## config.mk

```make
export PLATFORM = sky130hd
export DESIGN_NAME = i2c_bit_level_master_flat
export DESIGN_NICKNAME = d
export VERILOG_FILES = /design/src/rtl/core/i2cblm_pkg.sv /design/src/rtl/core/i2cblm_if.sv /design/src/rtl/core/i2c_bit_level_master.sv /design/src/flat_wrapper.sv
export SDC_FILE = /design/constraint.sdc
export NUM_CORES = 1
export LEC_CHECK = 0
export BUFFER_PORTS_ARGS = -buffer_cell sky130_fd_sc_hd__buf_4
export CAP_MARGIN = 25
export CORE_UTILIZATION = 30
export DETAILED_ROUTE_END_ITERATION = 7
export PLACE_DENSITY = 0.5
export SYNTH_ARGS = -nofsm -noshare
export SYNTH_HDL_FRONTEND = slang
export SYNTH_SLANG_ARGS = --single-unit
```

## constraint.sdc

```tcl
create_clock -name clk_i -period 3.1 [get_ports clk_i]
set_input_delay 0 -clock clk_i [delete_from_list [all_inputs] [get_ports clk_i]]
set_output_delay 0 -clock clk_i [all_outputs]
set_load 0.02 [all_outputs]
```

## src/rtl/core/i2cblm_pkg.sv

```systemverilog
`timescale 1ns / 1ps
// Shared widths, command codes and the reset value of the I2C bit-level master.
// No dependencies; used by the channel interfaces and the top level.
package i2cblm_pkg;

  localparam int unsigned CMD_W  = 3;
  localparam int unsigned BYTE_W = 8;

  // Command codes
  localparam logic [CMD_W-1:0] CMD_IDLE  = 3'd0;
  localparam logic [CMD_W-1:0] CMD_START = 3'd1;
  localparam logic [CMD_W-1:0] CMD_STOP  = 3'd2;
  localparam logic [CMD_W-1:0] CMD_WRITE = 3'd3;
  localparam logic [CMD_W-1:0] CMD_READ  = 3'd4;
  localparam logic [CMD_W-1:0] CMD_WAIT  = 3'd5;
  localparam logic [CMD_W-1:0] CMD_ACK   = 3'd6;
  localparam logic [CMD_W-1:0] CMD_NACK  = 3'd7;

  // Sub-phases of one bit
  localparam logic [1:0] PH_FIRST  = 2'd0;
  localparam logic [1:0] PH_SECOND = 2'd1;
  localparam logic [1:0] PH_POLL   = 2'd2;

  localparam logic [BYTE_W-1:0] ACK_TIMEOUT_RST = 8'd250;
  localparam logic [3:0]        BITS_PER_BYTE   = 4'd8;

endpackage

```

## src/rtl/core/i2cblm_if.sv

```systemverilog
`timescale 1ns / 1ps
// Channel interfaces of the I2C bit-level master: tick request, result, config write.
// Depends on i2cblm_pkg for field widths.
interface i2cblm_req_if import i2cblm_pkg::*; ();
  logic              valid;
  logic              ready;
  logic [CMD_W-1:0]  command;
  logic [BYTE_W-1:0] write_byte;
  logic              send_ack;
  logic              sda_in;

  modport source (output valid, command, write_byte, send_ack, sda_in, input ready);
  modport sink   (input valid, command, write_byte, send_ack, sda_in, output ready);
endinterface

interface i2cblm_res_if import i2cblm_pkg::*; ();
  logic              valid;
  logic              ready;
  logic              scl_level;
  logic              sda_level;
  logic              sda_drive;
  logic              busy_res;
  logic              done_res;
  logic [BYTE_W-1:0] read_data;
  logic              ack_failed;

  modport source (output valid, scl_level, sda_level, sda_drive, busy_res, done_res,
                  read_data, ack_failed, input ready);
  modport sink   (input valid, scl_level, sda_level, sda_drive, busy_res, done_res,
                  read_data, ack_failed, output ready);
endinterface

interface i2cblm_cfg_if import i2cblm_pkg::*; ();
  logic              valid;
  logic              ready;
  logic [BYTE_W-1:0] data;

  modport source (output valid, data, input ready);
  modport sink   (input valid, data, output ready);
endinterface

```

## src/rtl/core/i2c_bit_level_master.sv

```systemverilog
`timescale 1ns / 1ps
// I2C bit-level master: one request is one bus tick, one result per request.
// Depends on i2cblm_pkg and the channel interfaces in i2cblm_if.sv.
//
// Each accepted request advances the bus sequencer by one tick and yields exactly
// one result with the SCL/SDA levels for that tick, busy, done, the last read byte
// and the ACK-timeout flag. A request is taken every clock cycle: the sequencer
// step is one level of logic from the request port into the result register, and
// a new request is accepted whenever the result register is empty or its result
// is taken in the same cycle. The result is valid in the cycle after acceptance.
// Commands are only picked up while no sequence is running; the ACK timeout
// register is written through the config channel, which is always ready.
module i2c_bit_level_master import i2cblm_pkg::*; (
  input  logic         clk_i,
  input  logic         rst_ni,
  i2cblm_req_if.sink   req_i,
  i2cblm_cfg_if.sink   cfg_i,
  i2cblm_res_if.source res_o
);

  // Sequencer state
  logic [CMD_W-1:0]  act_q, act_d;
  logic [3:0]        bit_q, bit_d;
  logic [1:0]        phase_q, phase_d;
  logic [BYTE_W-1:0] shift_q, shift_d;
  logic [BYTE_W-1:0] poll_q, poll_d;
  logic              ackc_q, ackc_d;
  logic              saf_q, saf_d;
  logic [BYTE_W-1:0] rd_q, rd_d;
  logic              scl_q, scl_d;
  logic              sda_q, sda_d;
  logic              drv_q, drv_d;
  logic [BYTE_W-1:0] timeout_q;

  // Working values after a possible command load
  logic              load;
  logic [CMD_W-1:0]  cur_act;
  logic [3:0]        cur_bit;
  logic [1:0]        cur_phase;
  logic [BYTE_W-1:0] cur_shift;
  logic [BYTE_W-1:0] cur_poll;
  logic              cur_ackc;
  logic              cur_saf;
  logic [3:0]        bit_inc;
  logic              msb;
  logic              ack_lvl;

  // Tick levels and completion
  logic tick_scl, tick_sda, tick_drv;
  logic fin, fin_scl, fin_sda, fin_drv, fail;

  // Result register
  logic              out_valid_q;
  logic              res_scl_q, res_sda_q, res_drv_q, res_busy_q, res_done_q, res_fail_q;
  logic [BYTE_W-1:0] res_rd_q;
  logic              req_acc;

  assign req_i.ready = !out_valid_q || res_o.ready;
  assign req_acc     = req_i.valid && req_i.ready;
  assign cfg_i.ready = 1'b1;

  // Pick up a new command on an idle tick
  always_comb begin
    load      = (act_q == CMD_IDLE) && (req_i.command != CMD_IDLE);
    cur_act   = load ? req_i.command : act_q;
    cur_bit   = load ? 4'd0 : bit_q;
    cur_phase = load ? PH_FIRST : phase_q;
    cur_shift = load ? ((req_i.command == CMD_WRITE) ? req_i.write_byte : '0) : shift_q;
    cur_poll  = load ? '0 : poll_q;
    cur_ackc  = load ? req_i.send_ack : ackc_q;
    cur_saf   = load ? 1'b0 : saf_q;
    bit_inc   = cur_bit + 4'd1;
    msb       = cur_shift[BYTE_W-1];
    ack_lvl   = !cur_ackc;
  end

  // One sequencer step
  always_comb begin
    act_d    = cur_act;
    bit_d    = cur_bit;
    phase_d  = cur_phase;
    shift_d  = cur_shift;
    poll_d   = cur_poll;
    ackc_d   = cur_ackc;
    saf_d    = cur_saf;
    rd_d     = rd_q;
    tick_scl = scl_q;
    tick_sda = sda_q;
    tick_drv = drv_q;
    fin      = 1'b0;
    fin_scl  = scl_q;
    fin_sda  = sda_q;
    fin_drv  = drv_q;
    fail     = 1'b0;

    unique case (cur_act)
      CMD_START: begin
        if (cur_phase == PH_FIRST) begin
          tick_scl = 1'b1; tick_sda = 1'b1; tick_drv = 1'b1; phase_d = PH_SECOND;
        end else begin
          tick_scl = 1'b1; tick_sda = 1'b0; tick_drv = 1'b1;
          fin = 1'b1; fin_scl = 1'b0; fin_sda = 1'b0; fin_drv = 1'b1;
        end
      end
      CMD_STOP: begin
        if (cur_phase == PH_FIRST) begin
          tick_scl = 1'b0; tick_sda = 1'b0; tick_drv = 1'b1; phase_d = PH_SECOND;
        end else begin
          tick_scl = 1'b1; tick_sda = 1'b1; tick_drv = 1'b1;
          fin = 1'b1; fin_scl = 1'b1; fin_sda = 1'b1; fin_drv = 1'b1;
        end
      end
      CMD_WRITE: begin
        tick_sda = msb;
        tick_drv = 1'b1;
        if (cur_phase == PH_FIRST) begin
          tick_scl = 1'b1; phase_d = PH_SECOND;
        end else begin
          tick_scl = 1'b0;
          phase_d  = PH_FIRST;
          shift_d  = {cur_shift[BYTE_W-2:0], 1'b0};
          bit_d    = bit_inc;
          if (bit_inc >= BITS_PER_BYTE) begin
            fin = 1'b1; fin_scl = 1'b0; fin_sda = msb; fin_drv = 1'b1;
          end
        end
      end
      CMD_READ: begin
        if (cur_bit < BITS_PER_BYTE) begin
          // Data bits: SDA released, sample on SCL high
          tick_sda = 1'b1;
          tick_drv = 1'b0;
          if (cur_phase == PH_FIRST) begin
            tick_scl = 1'b0; phase_d = PH_SECOND;
          end else begin
            tick_scl = 1'b1;
            phase_d  = PH_FIRST;
            shift_d  = {cur_shift[BYTE_W-2:0], req_i.sda_in};
            bit_d    = bit_inc;
            if (bit_inc == BITS_PER_BYTE) rd_d = {cur_shift[BYTE_W-2:0], req_i.sda_in};
          end
        end else begin
          // ACK or NACK after the byte
          tick_sda = ack_lvl;
          tick_drv = 1'b1;
          if (cur_phase == PH_FIRST) begin
            tick_scl = 1'b0; phase_d = PH_SECOND;
          end else begin
            tick_scl = 1'b1;
            fin = 1'b1; fin_scl = 1'b0; fin_sda = ack_lvl; fin_drv = 1'b1;
          end
        end
      end
      CMD_WAIT: begin
        if (cur_saf) begin
          // Stop after a timed-out wait
          tick_drv = 1'b1;
          if (cur_phase == PH_FIRST) begin
            tick_scl = 1'b0; tick_sda = 1'b0; phase_d = PH_SECOND;
          end else begin
            tick_scl = 1'b1; tick_sda = 1'b1; fail = 1'b1;
            fin = 1'b1; fin_scl = 1'b1; fin_sda = 1'b1; fin_drv = 1'b1;
          end
        end else begin
          tick_sda = 1'b1;
          tick_drv = 1'b0;
          if (cur_phase == PH_FIRST) begin
            tick_scl = 1'b0; phase_d = PH_SECOND;
          end else if (cur_phase == PH_SECOND) begin
            tick_scl = 1'b1; phase_d = PH_POLL;
          end else begin
            tick_scl = 1'b1;
            if (!req_i.sda_in) begin
              fin = 1'b1; fin_scl = 1'b0; fin_sda = 1'b1; fin_drv = 1'b0;
            end else if (cur_poll >= timeout_q) begin
              saf_d = 1'b1; phase_d = PH_FIRST;
            end else begin
              poll_d = cur_poll + 8'd1;
            end
          end
        end
      end
      CMD_ACK, CMD_NACK: begin
        tick_sda = (cur_act == CMD_NACK);
        tick_drv = 1'b1;
        if (cur_phase == PH_FIRST) begin
          tick_scl = 1'b0; phase_d = PH_SECOND;
        end else begin
          tick_scl = 1'b1;
          fin = 1'b1; fin_scl = 1'b0; fin_sda = (cur_act == CMD_NACK); fin_drv = 1'b1;
        end
      end
      default: begin
      end
    endcase

    // Hold line levels, or take the end-of-sequence levels
    scl_d = scl_q;
    sda_d = sda_q;
    drv_d = drv_q;
    if (fin) begin
      act_d = CMD_IDLE;
      scl_d = fin_scl;
      sda_d = fin_drv ? fin_sda : 1'b1;
      drv_d = fin_drv;
    end
  end

  // Advance the sequencer on each accepted request
  always_ff @(posedge clk_i or negedge rst_ni) begin
    if (!rst_ni) begin
      act_q   <= CMD_IDLE;
      bit_q   <= '0;
      phase_q <= PH_FIRST;
      shift_q <= '0;
      poll_q  <= '0;
      ackc_q  <= 1'b0;
      saf_q   <= 1'b0;
      rd_q    <= '0;
      scl_q   <= 1'b1;
      sda_q   <= 1'b1;
      drv_q   <= 1'b1;
    end else if (req_acc) begin
      act_q   <= act_d;
      bit_q   <= bit_d;
      phase_q <= phase_d;
      shift_q <= shift_d;
      poll_q  <= poll_d;
      ackc_q  <= ackc_d;
      saf_q   <= saf_d;
      rd_q    <= rd_d;
      scl_q   <= scl_d;
      sda_q   <= sda_d;
      drv_q   <= drv_d;
    end
  end

  // Timeout register
  always_ff @(posedge clk_i or negedge rst_ni) begin
    if (!rst_ni) begin
      timeout_q <= ACK_TIMEOUT_RST;
    end else if (cfg_i.valid) begin
      timeout_q <= cfg_i.data;
    end
  end

  // Result valid flag
  always_ff @(posedge clk_i or negedge rst_ni) begin
    if (!rst_ni) begin
      out_valid_q <= 1'b0;
    end else if (req_acc) begin
      out_valid_q <= 1'b1;
    end else if (res_o.ready) begin
      out_valid_q <= 1'b0;
    end
  end

  // Result payload
  always_ff @(posedge clk_i) begin
    if (req_acc) begin
      res_scl_q  <= tick_scl;
      res_sda_q  <= tick_drv ? tick_sda : 1'b1;
      res_drv_q  <= tick_drv;
      res_busy_q <= (act_d != CMD_IDLE);
      res_done_q <= fin;
      res_rd_q   <= rd_d;
      res_fail_q <= fin && fail;
    end
  end

  assign res_o.valid      = out_valid_q;
  assign res_o.scl_level  = res_scl_q;
  assign res_o.sda_level  = res_sda_q;
  assign res_o.sda_drive  = res_drv_q;
  assign res_o.busy_res   = res_busy_q;
  assign res_o.done_res   = res_done_q;
  assign res_o.read_data  = res_rd_q;
  assign res_o.ack_failed = res_fail_q;

endmodule

```

## src/flat_wrapper.sv

```systemverilog
// flat-port wrapper written by rule: the top's interface ports become plain ports
module i2c_bit_level_master_flat import i2cblm_pkg::*;
  (clk_i, rst_ni, req_i_valid, req_i_command, req_i_write_byte, req_i_send_ack, req_i_sda_in, req_i_ready, cfg_i_valid, cfg_i_data, cfg_i_ready, res_o_valid, res_o_scl_level, res_o_sda_level, res_o_sda_drive, res_o_busy_res, res_o_done_res, res_o_read_data, res_o_ack_failed, res_o_ready);
  i2cblm_req_if req_i_i ();
  i2cblm_cfg_if cfg_i_i ();
  i2cblm_res_if res_o_i ();
  input  logic clk_i;
  input  logic rst_ni;
  input wire logic [$bits(req_i_i.valid)-1:0] req_i_valid;
  input wire logic [$bits(req_i_i.command)-1:0] req_i_command;
  input wire logic [$bits(req_i_i.write_byte)-1:0] req_i_write_byte;
  input wire logic [$bits(req_i_i.send_ack)-1:0] req_i_send_ack;
  input wire logic [$bits(req_i_i.sda_in)-1:0] req_i_sda_in;
  output wire logic [$bits(req_i_i.ready)-1:0] req_i_ready;
  input wire logic [$bits(cfg_i_i.valid)-1:0] cfg_i_valid;
  input wire logic [$bits(cfg_i_i.data)-1:0] cfg_i_data;
  output wire logic [$bits(cfg_i_i.ready)-1:0] cfg_i_ready;
  output wire logic [$bits(res_o_i.valid)-1:0] res_o_valid;
  output wire logic [$bits(res_o_i.scl_level)-1:0] res_o_scl_level;
  output wire logic [$bits(res_o_i.sda_level)-1:0] res_o_sda_level;
  output wire logic [$bits(res_o_i.sda_drive)-1:0] res_o_sda_drive;
  output wire logic [$bits(res_o_i.busy_res)-1:0] res_o_busy_res;
  output wire logic [$bits(res_o_i.done_res)-1:0] res_o_done_res;
  output wire logic [$bits(res_o_i.read_data)-1:0] res_o_read_data;
  output wire logic [$bits(res_o_i.ack_failed)-1:0] res_o_ack_failed;
  input wire logic [$bits(res_o_i.ready)-1:0] res_o_ready;
  assign req_i_i.valid = req_i_valid;
  assign req_i_i.command = req_i_command;
  assign req_i_i.write_byte = req_i_write_byte;
  assign req_i_i.send_ack = req_i_send_ack;
  assign req_i_i.sda_in = req_i_sda_in;
  assign req_i_ready = req_i_i.ready;
  assign cfg_i_i.valid = cfg_i_valid;
  assign cfg_i_i.data = cfg_i_data;
  assign cfg_i_ready = cfg_i_i.ready;
  assign res_o_valid = res_o_i.valid;
  assign res_o_scl_level = res_o_i.scl_level;
  assign res_o_sda_level = res_o_i.sda_level;
  assign res_o_sda_drive = res_o_i.sda_drive;
  assign res_o_busy_res = res_o_i.busy_res;
  assign res_o_done_res = res_o_i.done_res;
  assign res_o_read_data = res_o_i.read_data;
  assign res_o_ack_failed = res_o_i.ack_failed;
  assign res_o_i.ready = res_o_ready;
  i2c_bit_level_master u_core (.clk_i(clk_i), .rst_ni(rst_ni), .req_i(req_i_i), .cfg_i(cfg_i_i), .res_o(res_o_i));
endmodule
```

-- Word-level counts from Yosys, hierarchy flattened
Index checks and enable logic that the tools add are counted.
- eq/ne operators: 26
- reductions and logical operators: 20
- add/sub/neg operators: 2
- mux-type cells: 94
- $lt $le $gt $ge: 3
- operator list (cell ; number):
    8-bit 2-to-1 mux ; 16
    1-bit 2-to-1 mux ; 55
    3-bit inequality test (second input constant) ; 6
    2-bit 2-to-1 mux ; 8
    8-bit case mux with 2 select lines ; 1
    3-bit equality test (second input constant) ; 4
    4-bit 2-to-1 mux ; 3
    4-bit by 3-bit inequality test with 1-bit output (second input constant) ; 3
    1-bit case mux with 6 select lines ; 2
    12-bit AND reduction ; 1
    5-bit OR reduction ; 2
    3-bit by 2-bit equality test with 1-bit output (second input constant) ; 3
    3-bit by 2-bit inequality test with 1-bit output (second input constant) ; 3
    9-bit AND reduction ; 1
    8-bit by 1-bit adder with 8-bit output (second input constant) ; 1
    8-bit greater-or-equal comparator ; 1
    1-bit case mux with 4 select lines ; 2
    2-bit case mux with 4 select lines ; 1
    4-bit case mux with 2 select lines ; 1
    7-bit inequality test (second input constant) ; 1
    3-bit 2-to-1 mux ; 2
    1-bit case mux with 3 select lines ; 2
    3-bit nonzero test ; 2
    1-bit case mux with 5 select lines ; 1
    19 further kinds ; 23
- bits of input ports: 26
- bits in registers: 61
- output and inout port bits: 17
- word-level logic and storage cells: 165

-- Logic depth before layout (Yosys ltp)
Gate-level depths: netlist (run 1).
- word-level depth: 10
- depth in mapped cells: 13

-- Worst setup path after synthesis (run 1)
Ideal clock, no wire load.
- path kind: register to register
- start point: register u_core.act_q[0]
- end point: register u_core.poll_q[1]
- arrival time: 2.648 ns
- period minus slack after synthesis: 2.774 ns
- path slack: 0.326 ns
- path buffers: 2
- setup time: 0.126 ns
- stages on the path, launching flop included: 13
- required time: 2.974 ns
- cells stage by stage: dfrtp_1 > nor3_1 > nand2b_1 > buf_2 > clkbuf_1 > nand2_1 > ha_1 > nand2b_1 > a2111oi_0 > o21ba_2 > o21a_1 > a21boi_0 > a221o_1
- cells in the longest elaborated chain, start to end: 10
- elaborated cells between the ends (all ways): 17
- classes of those cells: add/sub: 1; order compare: 1; eq/ne: 2; mux: 10; reduce/logical: 3
- RTL lines (what ; RTL line ; text):
    from (decl) ; i2c_bit_level_master.sv:22 ; logic [CMD_W-1:0] act_q, act_d;
    from (signal assigned) ; i2c_bit_level_master.sv:224 ; act_q <= act_d;
    3-bit zero test ; i2c_bit_level_master.sv:64 ; load = (act_q == CMD_IDLE) && (req_i.command != CMD_IDLE);
    1-bit logical AND ; i2c_bit_level_master.sv:64 ;
    8-bit 2-to-1 mux ; i2c_bit_level_master.sv:69 ; cur_poll = load ? '0 : poll_q;
    8-bit by 1-bit adder with 8-bit output / 8-bit greater-or-equal comparator (equally long branches) ; i2c_bit_level_master.sv:178, i2c_bit_level_master.sv:175 ;
    8-bit 2-to-1 mux ; i2c_bit_level_master.sv:175 ; end else if (cur_poll >= timeout_q) begin
    8-bit 2-to-1 mux ; i2c_bit_level_master.sv:173 ; if (!req_i.sda_in) begin
    8-bit 2-to-1 mux ; i2c_bit_level_master.sv:169 ; end else if (cur_phase == PH_SECOND) begin
    8-bit 2-to-1 mux ; i2c_bit_level_master.sv:167 ; if (cur_phase == PH_FIRST) begin
    8-bit 2-to-1 mux ; i2c_bit_level_master.sv:155 ; if (cur_saf) begin
    8-bit 2-to-1 mux * ; i2c_bit_level_master.sv:96 ; unique case (cur_act)
    to (signal assigned) ; i2c_bit_level_master.sv:228 ; poll_q <= poll_d;
    to (decl) ; i2c_bit_level_master.sv:26 ; logic [BYTE_W-1:0] poll_q, poll_d;
Every way passes the cells marked *; elsewhere a longest branch is shown, timed or not.
A chain may end at the register's enable or synchronous reset.

-- Worst setup path after layout (run 1)
Ends and elaborated chain as after synthesis.

==> reports/metrics.csv, run 1 <==
metric,value,unit
worst_setup_path_start_kind,flop,
worst-setup-path-type,flop to flop,
max_cap_violations,0,
synth_warnings,0,
end_kind,flop,
grt_overflow_total,0,
avgRoutedWirePerCell,15.5,um
ant_nets,0,
antenna_found_initial,0,
synth_top_area_share,0.263,
drtIter0Drc,191,
numPortBuffers,41,
clock-root-buffer,clkbuf_16,
hpwl,6.44,mm
syn_area,3610,um^2
p_switching,1.31,mW
synth_flop_cell,dfrtp_1,
clock_power_share,0.275,
p_comb_frac,0.403,
power.total,3.51,mW
crit_path_top_delay_cell,or3_1,
core.rowCount,39,
clock_path_buffers,2,
drc,4,
path_delay_family,compound AO/OA/AOI/OAI gates,
placed_area,4050,um^2
relSlewSlack,0.560,
layout-drive-gt1-share,0.193,
grt_pass1_vias,2953,
track_usage,0.158,
critPathArrivalTime,3.03,ns
reg2reg_slack,0.27,ns
dieHeight,112,um
globalplace.congestion,0.857,
final.setup.worst_slack,0.274,ns
min_period,2.83,ns
hp-start,req_i_command[2],
timing.fmax,0.354,GHz
syn_inst,389,
violations,design-rule violations,
clkSinkCount,61,
via_count,3123,
ys_seq_elements,61,
setup_tns,0,ns
fin_nets,486,
internal-power,2.19,mW
ys_seq_area_frac,0.445,
final_area,4600,um^2
seqPwrFrac,0.322,
finClkSkew,0.00528,ns
drv_slew,0,
start_util,0.313,
crit_buf_inv,1,
grt_pass1_wl,15.4,mm
rsz0062_at_grt,false,
syn_avg_cell_area,9.29,um^2
dp_worst_setup_slack,0.296,ns
coreArea,11600,um^2
routed_wl,9.25,mm
hold_viol,0,
rr_startpoint,u_core.act_q[0]$_DFFE_PN0P_,
area_growth,27.3,%
vias_per_cell,5.22,
hold_path.class,primary input to flop,
clock_latency,0.33,ns
ir_drop,0.000293,V
cp.required,3.31,ns
worstPathCellList,or3_1 -> o21ai_0 -> inv_1 -> ha_1 -> o21a_1 -> o21ai_0 -> o21ba_2 -> o21a_1 -> and3_1 -> a221o_1,
layout_common_cells,"buf_4, dfrtp_1, nor2_1, a21oi_1, nand2_1",
tightestPinTransition,0.659,ns
synth_area_leaders,"dfrtp_1, edfxtp_1, dfstp_2",
synthArstFlopShare,0.770,
startpoint,u_core.act_q[0]$_DFFE_PN0P_,
setup_violations,0,
cts_tree,yes,
diodes,0,
clkTransAtPathRegs,0.05,ns
synth_edf_count,14,
status,"finished, violations left",
netlist-cell-type-count,64,
swShare,0.374,
layout_commonest_cell,buf_4,
critPathMaxStageDelay,0.45,ns
post-synth-top-area-cell,dfrtp_1,
die_w,112,um
grt_start_max_net_pins,48,
synth_fp_nets,425,
htreeDepth,3,
die_area,12500,um^2
power_per_cell_area,763,nW/um^2
numCtsBuffers,9,
first_pass_iters,6,
fin_crit_sh,0.912,
fin_util,0.398,
path_max_fanout,7,
io_pins,43,
p_leak,1.96,nW
cts_setup_buffers,0,
[worst paths after layout]
kind,endpoint,cells past startpoint
setup / recovery,u_core.poll_q[1]$_DFFE_PN0P_,10
hold / removal,u_core.act_q[2]$_DFFE_PN0P_,3
setup reg to reg,u_core.poll_q[1]$_DFFE_PN0P_,10
hold reg to reg,u_core.rd_q[0]$_DFFE_PN0P_,1
max in group asynchronous,u_core.bit_q[3]$_DFFE_PN0P_,2
min in group asynchronous,u_core.res_o.valid$_DFFE_PN0P_,2
[power groups by stage]
stage	clock network, mW	registers, mW	logic (mW)
after CTS	0.992	1.13	1.43
final	0.963	1.13	1.41
after detailed placement	0	1.14	1.39
after global routing	1.03	1.15	1.57
after global placement	0	1.14	1.39
after floorplan	0	1.15	0.958
[worst reg2reg max path: stages, from the launching register on]
cell and delay (ns):
dfrtp_1 0.38, or3_1 0.45, o21ai_0 0.31, inv_1 0.10
ha_1 0.28, o21a_1 0.11, o21ai_0 0.07, o21ba_2 0.22
o21a_1 0.25, and3_1 0.24, a221o_1 0.30
[through the flow]
step	hold WS [ns]	cells
final	0.0286	598
after global routing	0.0560	598
after CTS	0.0240	598
after detailed placement	0.0786	555
after global placement	0.0740	555
after floorplan	-0.296	389
[logic make-up (layout without fill, tap and decap cells)]
family                     count (synthesis)  after routing  share of synthesized area
DFF                                       61             61                      0.445
adders and majority gates                 10             10                     0.0346
xor gates and xnor gates                   9              9                     0.0218
buffers and inverters                     47            113                     0.0571
AOI/OAI and AO/OA                        117            117                      0.222
muxes                                      7              7                     0.0218
other                                      1              1                    0.00104
and+or+nand+nor                          137            137                      0.197
[timing repair]
item / in CTS / in global routing
endpoints found under the hold margin: 49 / 0
hold buffers: 27 / 0
resized for setup: 0 / 0
[cell usage after synthesis (4+ instances only)]
master    number
dfrtp_1       38
a21oi_1       35
nor2_1        35
nand2_1       29
inv_1         19
o21ai_0       17
buf_2         15
edfxtp_1      14
and3_1        13
nand3_1       12
a31oi_1       10
clkbuf_1      10
ha_1          10
and2_1         9
dfstp_2        9
nand2b_1       9
a221o_1        8
nor3_1         8
xor2_1         6
mux2_2         5
nand4_1        5
o21ai_1        5
a21boi_0       4
o21a_1         4
[cell type report]
type                            instances  area (um^2)
Clock buffer                           11          233
Clock inverter                          5         51.3
Fill cell                            1139         6960
Inverter                               19         71.3
Multi-Input combinational cell        281         1810
Sequential cell                        61         1610
Tap cell                              143          179
Timing Repair Buffer                   78          653
[flip-flops by register name, summed over array words and instances, names as in the netlist, 2 cells and up]
register	flops
u_core.timeout_q	8
u_core.phase_q	2
u_core.rd_q	8
u_core.poll_q	8
u_core.bit_q	4
u_core.act_q	3
u_core.shift_q	8
u_core.res_o.read_data	8
[per-layer routing]
layer  wire, um  GRT usage  vias up  part of all wire
met5          0          0        -                 0
met4        173     0.0694        0             0.019
met3        401     0.0321       12             0.043
met2       4260      0.242       69              0.46
met1       4410      0.214     1497              0.48
li1           -          -     1545                 -
No activity file was read; power rests on OpenSTA's default activity.
==> run 2, diff against run 1 <==
ABC_AREA = 1   (was not set)
CAP_MARGIN = 20   (was 25)
==> reports/metrics.csv, run 2 <==
metric,value,unit
ant_nets,0,
hpwl,6.51,mm
critPathArrivalTime,2.75,ns
first_pass_iters,4,
synth_fp_nets,542,
hold_path.class,primary input to flop,
drv_slew,0,
globalplace.congestion,0.864,
grt_overflow_total,0,
p_leak,2.25,nW
finClkSkew,0.00557,ns
place_inst,705,
routed_wl,9.22,mm
worstPathCellList,inv_1 -> nand2_1 -> nor2_2 -> nand2_4 -> inv_1 -> nor2_1 -> ha_1 -> nand2_1 -> inv_1 -> nor3_1 -> nand3_1 -> nor2_1 -> nand4_1 -> o21bai_1 -> nand2_1,
power_per_cell_area,844,nW/um^2
numCtsBuffers,9,
rsz0062_at_grt,false,
core.rowCount,40,
ctsHoldBuffers,25,
grt_pass1_vias,3272,
max_cap_violations,0,
final.setup.worst_slack,0.563,ns
clock_latency,0.33,ns
swShare,0.435,
min_period,2.54,ns
cp.required,3.32,ns
numPortBuffers,41,
worst_setup_path_start_kind,flop,
relSlewSlack,0.540,
cts_tree,yes,
ir_drop,0.000303,V
grt_pass1_wl,15.8,mm
layout_commonest_cell,nand2_1,
clkSinkCount,61,
avgRoutedWirePerCell,12.4,um
vias_per_cell,4.52,
seqPwrFrac,0.305,
worst-setup-path-type,flop to flop,
layout_common_cells,"nand2_1, inv_1, nor2_1, buf_4, dfrtp_1",
fin_crit_sh,0.818,
tightestPinTransition,0.689,ns
clkTransAtPathRegs,0.05,ns
htreeDepth,3,
critPathMaxStageDelay,0.40,ns
syn_area,3750,um^2
layout.cells.non_filler,746,
ys_seq_area_frac,0.429,
syn_avg_cell_area,7.41,um^2
synth_common_cells,"nand2_1, inv_1, nor2_1",
ys_seq_elements,61,
timing.fmax,0.394,GHz
cts_setup_buffers,0,
synth_warnings,0,
diodes,0,
synth_top_area_share,0.254,
grt_start_max_net_pins,48,
synth_flop_cell,dfrtp_1,
fill_cells,1316,
ctsResizeCount,0,
synth_area_leaders,"dfrtp_1, nand2_1, edfxtp_1",
dieHeight,114,um
io_pins,43,
end_kind,flop,
via_count,3373,
p_comb_frac,0.474,
status,"complete, no violations",
clock_power_share,0.221,
drtIter0Drc,187,
fin_nets,609,
track_usage,0.155,
post-synth-top-area-cell,dfrtp_1,
setup_violations,0,
clock_path_buffers,2,
crit_path_top_delay_cell,dfrtp_1,
drc,0,
syn_inst,506,
path_max_fanout,14,
synthArstFlopShare,0.770,
setup_tns,0,ns
area_growth,25.6,%
layout-drive-gt1-share,0.159,
dp_worst_setup_slack,0.569,ns
netlist-cell-type-count,38,
internal-power,2.25,mW
start_util,0.310,
die_w,114,um
coreArea,12100,um^2
post-synth-top-count-cell,nand2_1,
p_switching,1.73,mW
antenna_found_initial,0,
hold_viol,0,
clock-root-buffer,clkbuf_16,
die_area,13000,um^2
synth_edf_count,14,
-- run 2: cell count changes in the layout (fill, tap and decap cells not counted), sizes merged, moves of 7 or more --
cell | before | now
o21ai | 23 | 42
buf | 51 | 44
a21oi | 35 | 22
nand2 | 29 | 137
a31oi | 10 | 2
inv | 19 | 82
nor2 | 35 | 63
nand3 | 12 | 32
nand2b | 9 | 0
and3 | 13 | 0
a221o | 8 | 0
-- run 2: worst max-delay path: cells and delay by family (launching register included) --
| family | cells | cell delay [ns] |
|---|---|---|
| DFF | 1 | 0.40 |
| AOI/OAI and AO/OA | 1 | 0.19 |
| buffers and inverters | 3 | 0.33 |
| and+or+nand+nor | 10 | 1.22 |
| adders and majority gates | 1 | 0.29 |
-- run 2: layer usage --
metal,vias up,GRT usage,share of wire
met3,14,0.0313,0.027
li1,1749,-,-
met4,0,0.0693,0.021
met5,-,0,0
met2,48,0.261,0.48
met1,1562,0.194,0.47
-- run 2: kinds of logic after synthesis --
kind of cell | Yosys count | synth area share
other | 1 | 0.00100
and+or+nand+nor | 252 | 0.296
muxes | 1 | 0.00300
xor gates and xnor gates | 6 | 0.0140
AOI/OAI and AO/OA | 80 | 0.119
buffers and inverters | 95 | 0.105
adders and majority gates | 10 | 0.0334
DFF | 61 | 0.429
-- run 2: layout make-up --
class / instances / area (um^2) / share of cell area
well taps: 168 / 210 / 0.0446
multi-input cells: 350 / 1750 / 0.371
flip-flops and latches: 61 / 1610 / 0.341
clock inverters: 3 / 13.8 / 0.00292
inverters: 82 / 308 / 0.0654
clock buffers: 13 / 240 / 0.0510
repair buffers: 69 / 581 / 0.123
-- run 2: worst paths after layout --
| kind | startpoint | endpoint | slack [ns] | cells past startpoint |
|---|---|---|---|---|
| max reg2reg | u_core.act_q[0]$_DFFE_PN0P_ | u_core.poll_q[5]$_DFFE_PN0P_ | 0.56 | 15 |
| min | cfg_i_valid | u_core.timeout_q[0]$_DFFE_PN0P_ | 0.02 | 2 |
| min in group asynchronous | rst_ni | u_core.timeout_q[0]$_DFFE_PN0P_ | 0.26 | 2 |
| max in group asynchronous | rst_ni | u_core.rd_q[7]$_DFFE_PN0P_ | 2.40 | 2 |
| max | u_core.act_q[0]$_DFFE_PN0P_ | u_core.poll_q[5]$_DFFE_PN0P_ | 0.56 | 15 |
| min reg2reg | u_core.shift_q[1]$_DFFE_PN0P_ | u_core.shift_q[1]$_DFFE_PN0P_ | 0.48 | 2 |
-- run 2: through the flow --
| step | hold slack (ns) | instance area [um^2] | util | total power [mW] |
|---|---|---|---|---|
| 2_1_floorplan | -0.296 | 3750 | - | 2.61 |
| 3_3_place_gp | 0.0816 | 4210 | 0.347 | 3.07 |
| 3_5_place_dp | 0.0915 | 4210 | 0.347 | 3.08 |
| 4_1_cts | 0.0190 | 4710 | 0.389 | 4.01 |
| 5_1_grt | 0.0443 | 4710 | 0.389 | 4.33 |
| 6_report | 0.0204 | 4710 | 0.389 | 3.98 |
-- run 2: power by group through the flow --
stage               sequential [mW]  clock [mW]  combinational (mW)
CTS                            1.21       0.905                1.89
finish                         1.21       0.880                1.88
global route                   1.24       0.946                2.15
floorplan                      1.27           0                1.35
detailed placement             1.23           0                1.85
global placement               1.22           0                1.85
